`config.mk`:
```
export PLATFORM = sky130hd
export DESIGN_NAME = link_frame_decoder
export DESIGN_NICKNAME = d
export VERILOG_FILES = /design/src/sv/lfd_pkg.sv /design/src/sv/link_frame_decoder.sv
export VERILOG_INCLUDE_DIRS = /design/src /design/src/sv
export SDC_FILE = /design/constraint.sdc
export NUM_CORES = 1
export LEC_CHECK = 0
export ABC_CLOCK_PERIOD_IN_PS = 1900
export BUFFER_PORTS_ARGS = -buffer_cell sky130_fd_sc_hd__buf_4
export CAP_MARGIN = 5
export CORE_ASPECT_RATIO = 0.7
export CORE_MARGIN = 2
export CORE_UTILIZATION = 39
export CTS_BUF_LIST = sky130_fd_sc_hd__clkbuf_2 sky130_fd_sc_hd__clkbuf_4 sky130_fd_sc_hd__clkbuf_8
export CTS_CLUSTER_DIAMETER = 40
export DETAILED_ROUTE_END_ITERATION = 12
export GPL_TIMING_DRIVEN = 0
export HOLD_SLACK_MARGIN = 0.02
export PLACE_DENSITY = 0.6
export SKIP_CTS_REPAIR_TIMING = 1
export SLEW_MARGIN = 20
export SYNTH_ARGS = -nofsm -noshare
export SYNTH_HDL_FRONTEND = slang
export SYNTH_SLANG_ARGS = --single-unit
```
`constraint.sdc`:
```
create_clock -name clk -period 1.9 [get_ports clk]
set_input_delay 0 -clock clk [delete_from_list [all_inputs] [get_ports clk]]
set_output_delay 0 -clock clk [all_outputs]
set_load 0.05 [all_outputs]
```
`src/sv/link_frame_decoder_assert.svh`:
```
// Assertion macros for the link frame decoder.
// Included by the RTL files that carry concurrent checks; needs nothing else.
`ifndef LINK_FRAME_DECODER_ASSERT_SVH
`define LINK_FRAME_DECODER_ASSERT_SVH
`ifndef SYNTHESIS
`define LFD_ASSERT(label, clk, rst_n, prop) \
    label: assert property (@(posedge clk) disable iff (!rst_n) prop) \
        else $error("link_frame_decoder: check failed");
`define LFD_ASSERT_NEVER(label, clk, rst_n, cond) \
    `LFD_ASSERT(label, clk, rst_n, !(cond))
`else
`define LFD_ASSERT(label, clk, rst_n, prop)
`define LFD_ASSERT_NEVER(label, clk, rst_n, cond)
`endif
`endif

```
`src/sv/lfd_pkg.sv`:
```
// Shared types, constants and the CRC-16/CCITT-FALSE byte update of the link frame decoder.
// No dependencies.
`timescale 1ns / 1ps

package lfd_pkg;

    localparam int FRAME_BYTES = 12;
    localparam int CRC_BYTES   = 10;
    localparam int COUNT_SAT   = FRAME_BYTES + 1;
    localparam int COUNT_W     = $clog2(COUNT_SAT + 1);

    localparam logic [15:0] CRC_INIT = 16'hFFFF;
    localparam logic [15:0] CRC_POLY = 16'h1021;

    // frame byte positions
    localparam logic [COUNT_W-1:0] POS_MAGIC    = COUNT_W'(0);
    localparam logic [COUNT_W-1:0] POS_VERSION  = COUNT_W'(1);
    localparam logic [COUNT_W-1:0] POS_KIND     = COUNT_W'(2);
    localparam logic [COUNT_W-1:0] POS_DIR      = COUNT_W'(3);
    localparam logic [COUNT_W-1:0] POS_BOOT_LO  = COUNT_W'(4);
    localparam logic [COUNT_W-1:0] POS_BOOT_HI  = COUNT_W'(5);
    localparam logic [COUNT_W-1:0] POS_SEQ_LO   = COUNT_W'(6);
    localparam logic [COUNT_W-1:0] POS_SEQ_HI   = COUNT_W'(7);
    localparam logic [COUNT_W-1:0] POS_LANES_OK = COUNT_W'(8);
    localparam logic [COUNT_W-1:0] POS_LANE_CNT = COUNT_W'(9);
    localparam logic [COUNT_W-1:0] POS_CRC_LO   = COUNT_W'(CRC_BYTES);
    localparam logic [COUNT_W-1:0] POS_CRC_HI   = COUNT_W'(FRAME_BYTES - 1);
    localparam logic [COUNT_W-1:0] POS_SAT      = COUNT_W'(COUNT_SAT);

    // register addresses by index
    localparam logic REG_MAGIC   = 1'b0;
    localparam logic REG_VERSION = 1'b1;

    typedef enum logic [2:0] {
        ST_OK      = 3'd0,
        ST_LENGTH  = 3'd1,
        ST_MAGIC   = 3'd2,
        ST_VERSION = 3'd3,
        ST_CRC     = 3'd4
    } lfd_status_t;

    typedef struct packed {
        logic [7:0] rx_byte;
        logic       frame_end;
    } lfd_in_t;

    typedef struct packed {
        lfd_status_t       status;
        logic [7:0]        kind;
        logic signed [7:0] direction;
        logic [15:0]       boot_id;
        logic [15:0]       seq_number;
        logic [7:0]        lanes_ok;
        logic [7:0]        lane_count;
    } lfd_out_t;

    // one byte through the CRC, MSB first, eight shift steps unrolled
    function automatic logic [15:0] crc_byte(input logic [15:0] acc, input logic [7:0] b);
        logic [15:0] c;
        c = acc ^ {b, 8'h00};
        for (int k = 0; k < 8; k++) begin
            if (c[15])
                c = {c[14:0], 1'b0} ^ CRC_POLY;
            else
                c = {c[14:0], 1'b0};
        end
        return c;
    endfunction

endpackage

```
`src/sv/link_frame_decoder.sv`:
```
// Link frame decoder top level: byte-serial frame checker with APB register port.
// Depends on lfd_pkg and link_frame_decoder_assert.svh.
`timescale 1ns / 1ps

// Usage
//   frame channel : one received byte per request (rx_byte, frame_end flags the last
//                   byte), frame_valid / frame_stall.
//   result channel: one request per frame, issued on the last byte; status plus the
//                   decoded fields (fields read zero on any failed check).
//   APB port      : magic_byte at 0x0, version_byte at 0x4; write only while idle.
// Timing
//   A byte is taken into an input register, then folded into the CRC and the field
//   holding registers when it leaves the input register; the result register loads on
//   that same edge when the byte is the last of its frame.
//   Throughput is one byte per cycle unless a last byte waits behind a stalled result,
//   set by the unrolled 8-bit CRC update.
// Stalls
//   A held result blocks only a last byte; other bytes keep flowing. frame_stall
//   rises when a last byte waits in the input register behind a stalled result.
// Reset
//   rst_n clears the counter, check flags, valids, result and both config registers; the CRC restarts at all ones.
module link_frame_decoder
    import lfd_pkg::*;
(
    input  logic        clk,
    input  logic        rst_n,
    // frame channel
    input  lfd_in_t     frame_req,
    input  logic        frame_valid,
    output logic        frame_stall,
    // result channel
    output lfd_out_t    result_req,
    output logic        result_valid,
    input  logic        result_stall,
    // APB
    input  logic        psel,
    input  logic        penable,
    input  logic        pwrite,
    input  logic [2:0]  paddr,
    input  logic [31:0] pwdata,
    output logic [31:0] prdata,
    output logic        pready
);

`include "link_frame_decoder_assert.svh"

    logic [7:0]         magic_byte_reg;
    logic [7:0]         version_byte_reg;

    lfd_in_t            in_req_reg;
    logic               in_valid_reg;

    logic [COUNT_W-1:0] count_reg,       count_next;
    logic [15:0]        crc_reg,         crc_next;
    logic               magic_bad_reg,   magic_bad_next;
    logic               version_bad_reg, version_bad_next;
    logic [7:0]         kind_hold_reg,   kind_hold_next;
    logic [7:0]         dir_hold_reg,    dir_hold_next;
    logic [15:0]        boot_hold_reg,   boot_hold_next;
    logic [15:0]        seq_hold_reg,    seq_hold_next;
    logic [7:0]         lanes_ok_reg,    lanes_ok_next;
    logic [7:0]         lane_cnt_reg,    lane_cnt_next;
    logic [7:0]         crc_lo_reg,      crc_lo_next;

    lfd_out_t           result_reg,      result_next;
    logic               result_valid_reg;

    logic               proc_fire;
    logic               frame_accept;
    logic               cfg_write;
    logic [7:0]         b;

    // ---------------- configuration ----------------
    assign pready    = 1'b1;
    assign cfg_write = psel && penable && pwrite && pready;
    assign prdata    = (paddr[2] == REG_VERSION) ? {24'b0, version_byte_reg}
                                                 : {24'b0, magic_byte_reg};

    always_ff @(posedge clk or negedge rst_n)
    begin
        if (!rst_n)
        begin
            magic_byte_reg   <= '0;
            version_byte_reg <= '0;
        end
        else if (cfg_write)
        begin
            if (paddr[2] == REG_MAGIC)
                magic_byte_reg <= pwdata[7:0];
            else
                version_byte_reg <= pwdata[7:0];
        end
    end

    // ---------------- handshake ----------------
    // a last byte needs room in the result register, other bytes always go through
    assign proc_fire    = in_valid_reg &&
                          (!in_req_reg.frame_end || !result_valid_reg || !result_stall);
    assign frame_stall  = in_valid_reg && !proc_fire;
    assign frame_accept = frame_valid && !frame_stall;

    always_ff @(posedge clk or negedge rst_n)
    begin
        if (!rst_n)
            in_valid_reg <= 1'b0;
        else if (frame_accept)
            in_valid_reg <= 1'b1;
        else if (proc_fire)
            in_valid_reg <= 1'b0;
    end

    always_ff @(posedge clk)
    begin
        if (frame_accept)
            in_req_reg <= frame_req;
    end

    // ---------------- frame state update ----------------
    assign b = in_req_reg.rx_byte;

    always_comb
    begin
        count_next       = count_reg;
        crc_next         = crc_reg;
        magic_bad_next   = magic_bad_reg;
        version_bad_next = version_bad_reg;
        kind_hold_next   = kind_hold_reg;
        dir_hold_next    = dir_hold_reg;
        boot_hold_next   = boot_hold_reg;
        seq_hold_next    = seq_hold_reg;
        lanes_ok_next    = lanes_ok_reg;
        lane_cnt_next    = lane_cnt_reg;
        crc_lo_next      = crc_lo_reg;
        result_next      = '0;

        if (count_reg < POS_CRC_LO)
            crc_next = crc_byte(crc_reg, b);

        case (count_reg)
            POS_MAGIC:    magic_bad_next   = (b != magic_byte_reg);
            POS_VERSION:  version_bad_next = (b != version_byte_reg);
            POS_KIND:     kind_hold_next   = b;
            POS_DIR:      dir_hold_next    = b;
            POS_BOOT_LO:  boot_hold_next   = {boot_hold_reg[15:8], b};
            POS_BOOT_HI:  boot_hold_next   = {b, boot_hold_reg[7:0]};
            POS_SEQ_LO:   seq_hold_next    = {seq_hold_reg[15:8], b};
            POS_SEQ_HI:   seq_hold_next    = {b, seq_hold_reg[7:0]};
            POS_LANES_OK: lanes_ok_next    = b;
            POS_LANE_CNT: lane_cnt_next    = b;
            POS_CRC_LO:   crc_lo_next      = b;
            default:      ;
        endcase

        if (count_reg < POS_SAT)
            count_next = count_reg + COUNT_W'(1);

        // the high CRC byte is the last byte itself, compared straight from the input
        if (count_reg != POS_CRC_HI)
            result_next.status = ST_LENGTH;
        else if (magic_bad_reg)
            result_next.status = ST_MAGIC;
        else if (version_bad_reg)
            result_next.status = ST_VERSION;
        else if (crc_reg != {b, crc_lo_reg})
            result_next.status = ST_CRC;
        else
        begin
            result_next.status     = ST_OK;
            result_next.kind       = kind_hold_reg;
            result_next.direction  = dir_hold_reg;
            result_next.boot_id    = boot_hold_reg;
            result_next.seq_number = seq_hold_reg;
            result_next.lanes_ok   = lanes_ok_reg;
            result_next.lane_count = lane_cnt_reg;
        end

        if (in_req_reg.frame_end)
        begin
            count_next       = '0;
            crc_next         = CRC_INIT;
            magic_bad_next   = 1'b0;
            version_bad_next = 1'b0;
        end
    end

    always_ff @(posedge clk or negedge rst_n)
    begin
        if (!rst_n)
        begin
            count_reg       <= '0;
            crc_reg         <= CRC_INIT;
            magic_bad_reg   <= 1'b0;
            version_bad_reg <= 1'b0;
        end
        else if (proc_fire)
        begin
            count_reg       <= count_next;
            crc_reg         <= crc_next;
            magic_bad_reg   <= magic_bad_next;
            version_bad_reg <= version_bad_next;
        end
    end

    always_ff @(posedge clk)
    begin
        if (proc_fire)
        begin
            kind_hold_reg <= kind_hold_next;
            dir_hold_reg  <= dir_hold_next;
            boot_hold_reg <= boot_hold_next;
            seq_hold_reg  <= seq_hold_next;
            lanes_ok_reg  <= lanes_ok_next;
            lane_cnt_reg  <= lane_cnt_next;
            crc_lo_reg    <= crc_lo_next;
        end
    end

    // ---------------- result register ----------------
    always_ff @(posedge clk or negedge rst_n)
    begin
        if (!rst_n)
        begin
            result_valid_reg <= 1'b0;
            result_reg       <= '0;
        end
        else if (proc_fire && in_req_reg.frame_end)
        begin
            result_valid_reg <= 1'b1;
            result_reg       <= result_next;
        end
        else if (result_valid_reg && !result_stall)
            result_valid_reg <= 1'b0;
    end

    assign result_valid = result_valid_reg;
    assign result_req   = result_reg;

    // ---------------- checks ----------------
    `LFD_ASSERT_NEVER(a_count_sat, clk, rst_n, count_reg > POS_SAT)
    `LFD_ASSERT(a_clear_after_end, clk, rst_n,
        (proc_fire && in_req_reg.frame_end) |=> (count_reg == '0 && crc_reg == CRC_INIT))
    `LFD_ASSERT(a_fail_fields_zero, clk, rst_n,
        (result_valid_reg && result_reg.status != ST_OK) |->
        (result_reg.kind == '0 && result_reg.boot_id == '0 && result_reg.seq_number == '0
         && result_reg.lanes_ok == '0 && result_reg.lane_count == '0
         && result_reg.direction == '0))
    `LFD_ASSERT(a_stall_cause, clk, rst_n,
        frame_stall |-> (in_req_reg.frame_end && result_valid_reg && result_stall))

endmodule
```
==> results.toml <==
[sta]
worstMarginPinSlew_ps = 670
period_share_pct = 105
whs_ps = 54.2
slew_headroom_pct = 55.1
setup_viol = 54
finalCriticalPeriod_ps = 2000
final_max_slew_viol_count = 0
rsz0062_at_grt = "true"
setup_slack_ps = -104
hold_violations = 0
worst_clock_skew_ps = 14.8
fmax_ghz = 0.499

[layout]
diodes = 0
fin_nets = 910
largest_reg_flops = 67
mostFrequentLayoutCell = "buf_4"
num-fill-cells = 1871
final_layout_size_suffix_gt1_share_pct = 38.2
mostFrequentLayoutCells = "buf_4, nand2_1, dfrtp_1"
area_growth_pct = 27.8

[worst_setup_path]
cp_max_fo = 8
critPathKind = "register to register"
r2r-start = "b[4]$_DFFE_PP_"
worstPathArrival_ps = 2380
start_kind = "register"
crit_path_end_kind = "register"
required_ps = 2270
cp-startpoint = "b[4]$_DFFE_PP_"

[die]
rows = 44
io_pins = 153
die_x_um = 177
initial_core_util_pct = 39.6
die-area_um2 = 22200
core_area_um2 = 20700
dieHeight_um = 125

[power]
report.power.total_uw = 9920
combPwrFrac_pct = 21.3
p_per_area_nw_per_um2 = 946
pwr-share-seq_pct = 50.3
p_sw_share_pct = 30.7
intPower_uw = 6870
p_switching_uw = 3050
vdd_drop_max_v = 0.000538
leakagePower_uw = 0.00443
power_frac_clock_pct = 28.4

[synth]
yosys-top-cells-area = "edfxtp_1, dfrtp_1, nand2_1, o21ai_2, dfstp_2"
syn_avg_cell_area_um2 = 12.4
yosys.area.top_type = "edfxtp_1"
synth.distinct_cells = 46
synth_cells = 661
ys.flop_type = "dfrtp_1"
ys_ff_latch = 188
ys_seq_area_share_pct = 62.5
ys_async_sr_fraction_pct = 56.9
synth_edf_count = 81
ys_warn_count = 0
syn_area_um2 = 8210
yosys.area.top_type_share_pct = 29.6

[grt]
track_usage_pct = 17.2
grt_max_degree = 57
grt_overflow = 0
antenna_found_initial = 0
grt_pass1_wl_mm = 28.8
grt_pass1_vias = 5062

[drt]
drcViolationCount = 0
top_layer_used = "met4"
routed_via_density = 4.69
wirelength_mm = 19.0
route.met2.wl_mm = 8.01
drtPass1Iterations = 5
drtIter0Drc = 408
vias = 5361
postRouteAntennaNets = 0
wl_met1_mm = 9.69
wire_per_inst_um = 16.6
wl_met3_mm = 1.03

[status]
status = "finished with violations"
violations = "setup timing"

[clocking]
ctsHtreeMaxLevel = 4
cts_tree = "built"
clk_path_buf_depth = 2
cts_root_buffer = "clkbuf_8"
cts_sinks = 188
numCtsBuffers = 17
clk_latency_ps = 480
clkTransAtPathRegs_ps = 100

[place]
numPortBuffers = 100
dpl.hpwl_mm = 12.7
routabilityCongestion = 0.840

[worst_hold_path]
min_path_type = "input pin to asynchronous set/reset pin"

[job]
drv_cap = 0
Yosys cell counts, types with 2 or more instances:
master / number
and2_1: 17
nor4_1: 2
nor3b_1: 2
nor2_1: 15
and3_1: 22
a22o_1: 2
a21oi_1: 15
xnor2_1: 30
o21ai_2: 50
dfstp_2: 16
dfrtp_1: 91
buf_4: 27
nor3_1: 2
ha_1: 4
nand3_1: 4
buf_2: 14
nor2b_1: 2
edfxtp_1: 81
buf_6: 5
conb_1: 2
clkbuf_1: 11
buf_12: 5
inv_1: 6
xor2_1: 17
mux2_2: 24
o22a_1: 6
nand4_1: 9
o2111ai_1: 2
o21ai_0: 18
nand2_1: 143
xnor2_2: 2
layout make-up:
class | instances | area [um^2] | area share, %
well taps | 276 | 345 | 3.29
repair buffers | 152 | 1270 | 12.1
clock inverters | 12 | 158 | 1.50
flip-flops and latches | 188 | 5130 | 48.9
multi-input cells | 427 | 2790 | 26.6
clock buffers | 20 | 263 | 2.51
plain buffers | 63 | 503 | 4.80
inverters | 6 | 22.5 | 0.215
worst paths after layout:
| path | end | slack (ps) | cells after the start |
|---|---|---|---|
| max | result_req[66]$_DFFE_PN0P_ | -100 | 7 |
| min | result_req[2]$_DFFE_PN0P_ | 50 | 2 |
| max reg2reg | result_req[66]$_DFFE_PN0P_ | -100 | 7 |
| min reg2reg | result_req[58]$_DFFE_PN0P_ | 490 | 2 |
| max in group asynchronous | crc_reg[12]$_DFFE_PN1P_ | 1110 | 3 |
| min in group clk | version_byte_reg[6]$_DFFE_PN0P_ | 200 | 3 |
critical path, stage by stage, from the launching register on:
cell and delay, ps:
edfxtp_1 490, clkbuf_4 280, xnor2_2 210, and4_1 240
nand4_1 180, buf_4 200, buf_6 120, a22o_1 170
logic make-up after synthesis:
family	synth area share, %
mux	3.29
simple gates	12.9
flops	62.5
compound gates	8.81
buf+inv	6.07
other cells	0.0915
fa+ha+maj	0.610
xor+xnor	5.75
per-layer routing:
metal	vias up	GRT usage [%]
met5	-	0
met4	0	4.10
met3	20	4.44
met2	140	23.2
met1	2587	27.1
li1	2614	-
power groups by stage:
stage                     registers, uW  logic, uW  clock network (uW)
after floorplan                    4960       1480                   0
after global placement             5050       1910                   0
after detailed placement           5050       1920                   0
after CTS                          4970       1930                2870
after global routing               5030       2300                3060
final                              4990       2110                2810
stage by stage:
step	TNS, ps	setup WS, ps	std cells	utilization (%)	cell area, um^2
after floorplan	0	72.2	684	-	8330
after global placement	-18400	-325	1060	45.5	9420
after detailed placement	-20790	-368	1061	45.7	9450
after CTS	-21890	-382	1093	47.7	9870
after global routing	-6430	-133	1144	50.7	10500
final	-3410	-104	1144	50.7	10500
No activity file was read; power rests on OpenSTA's default activity.
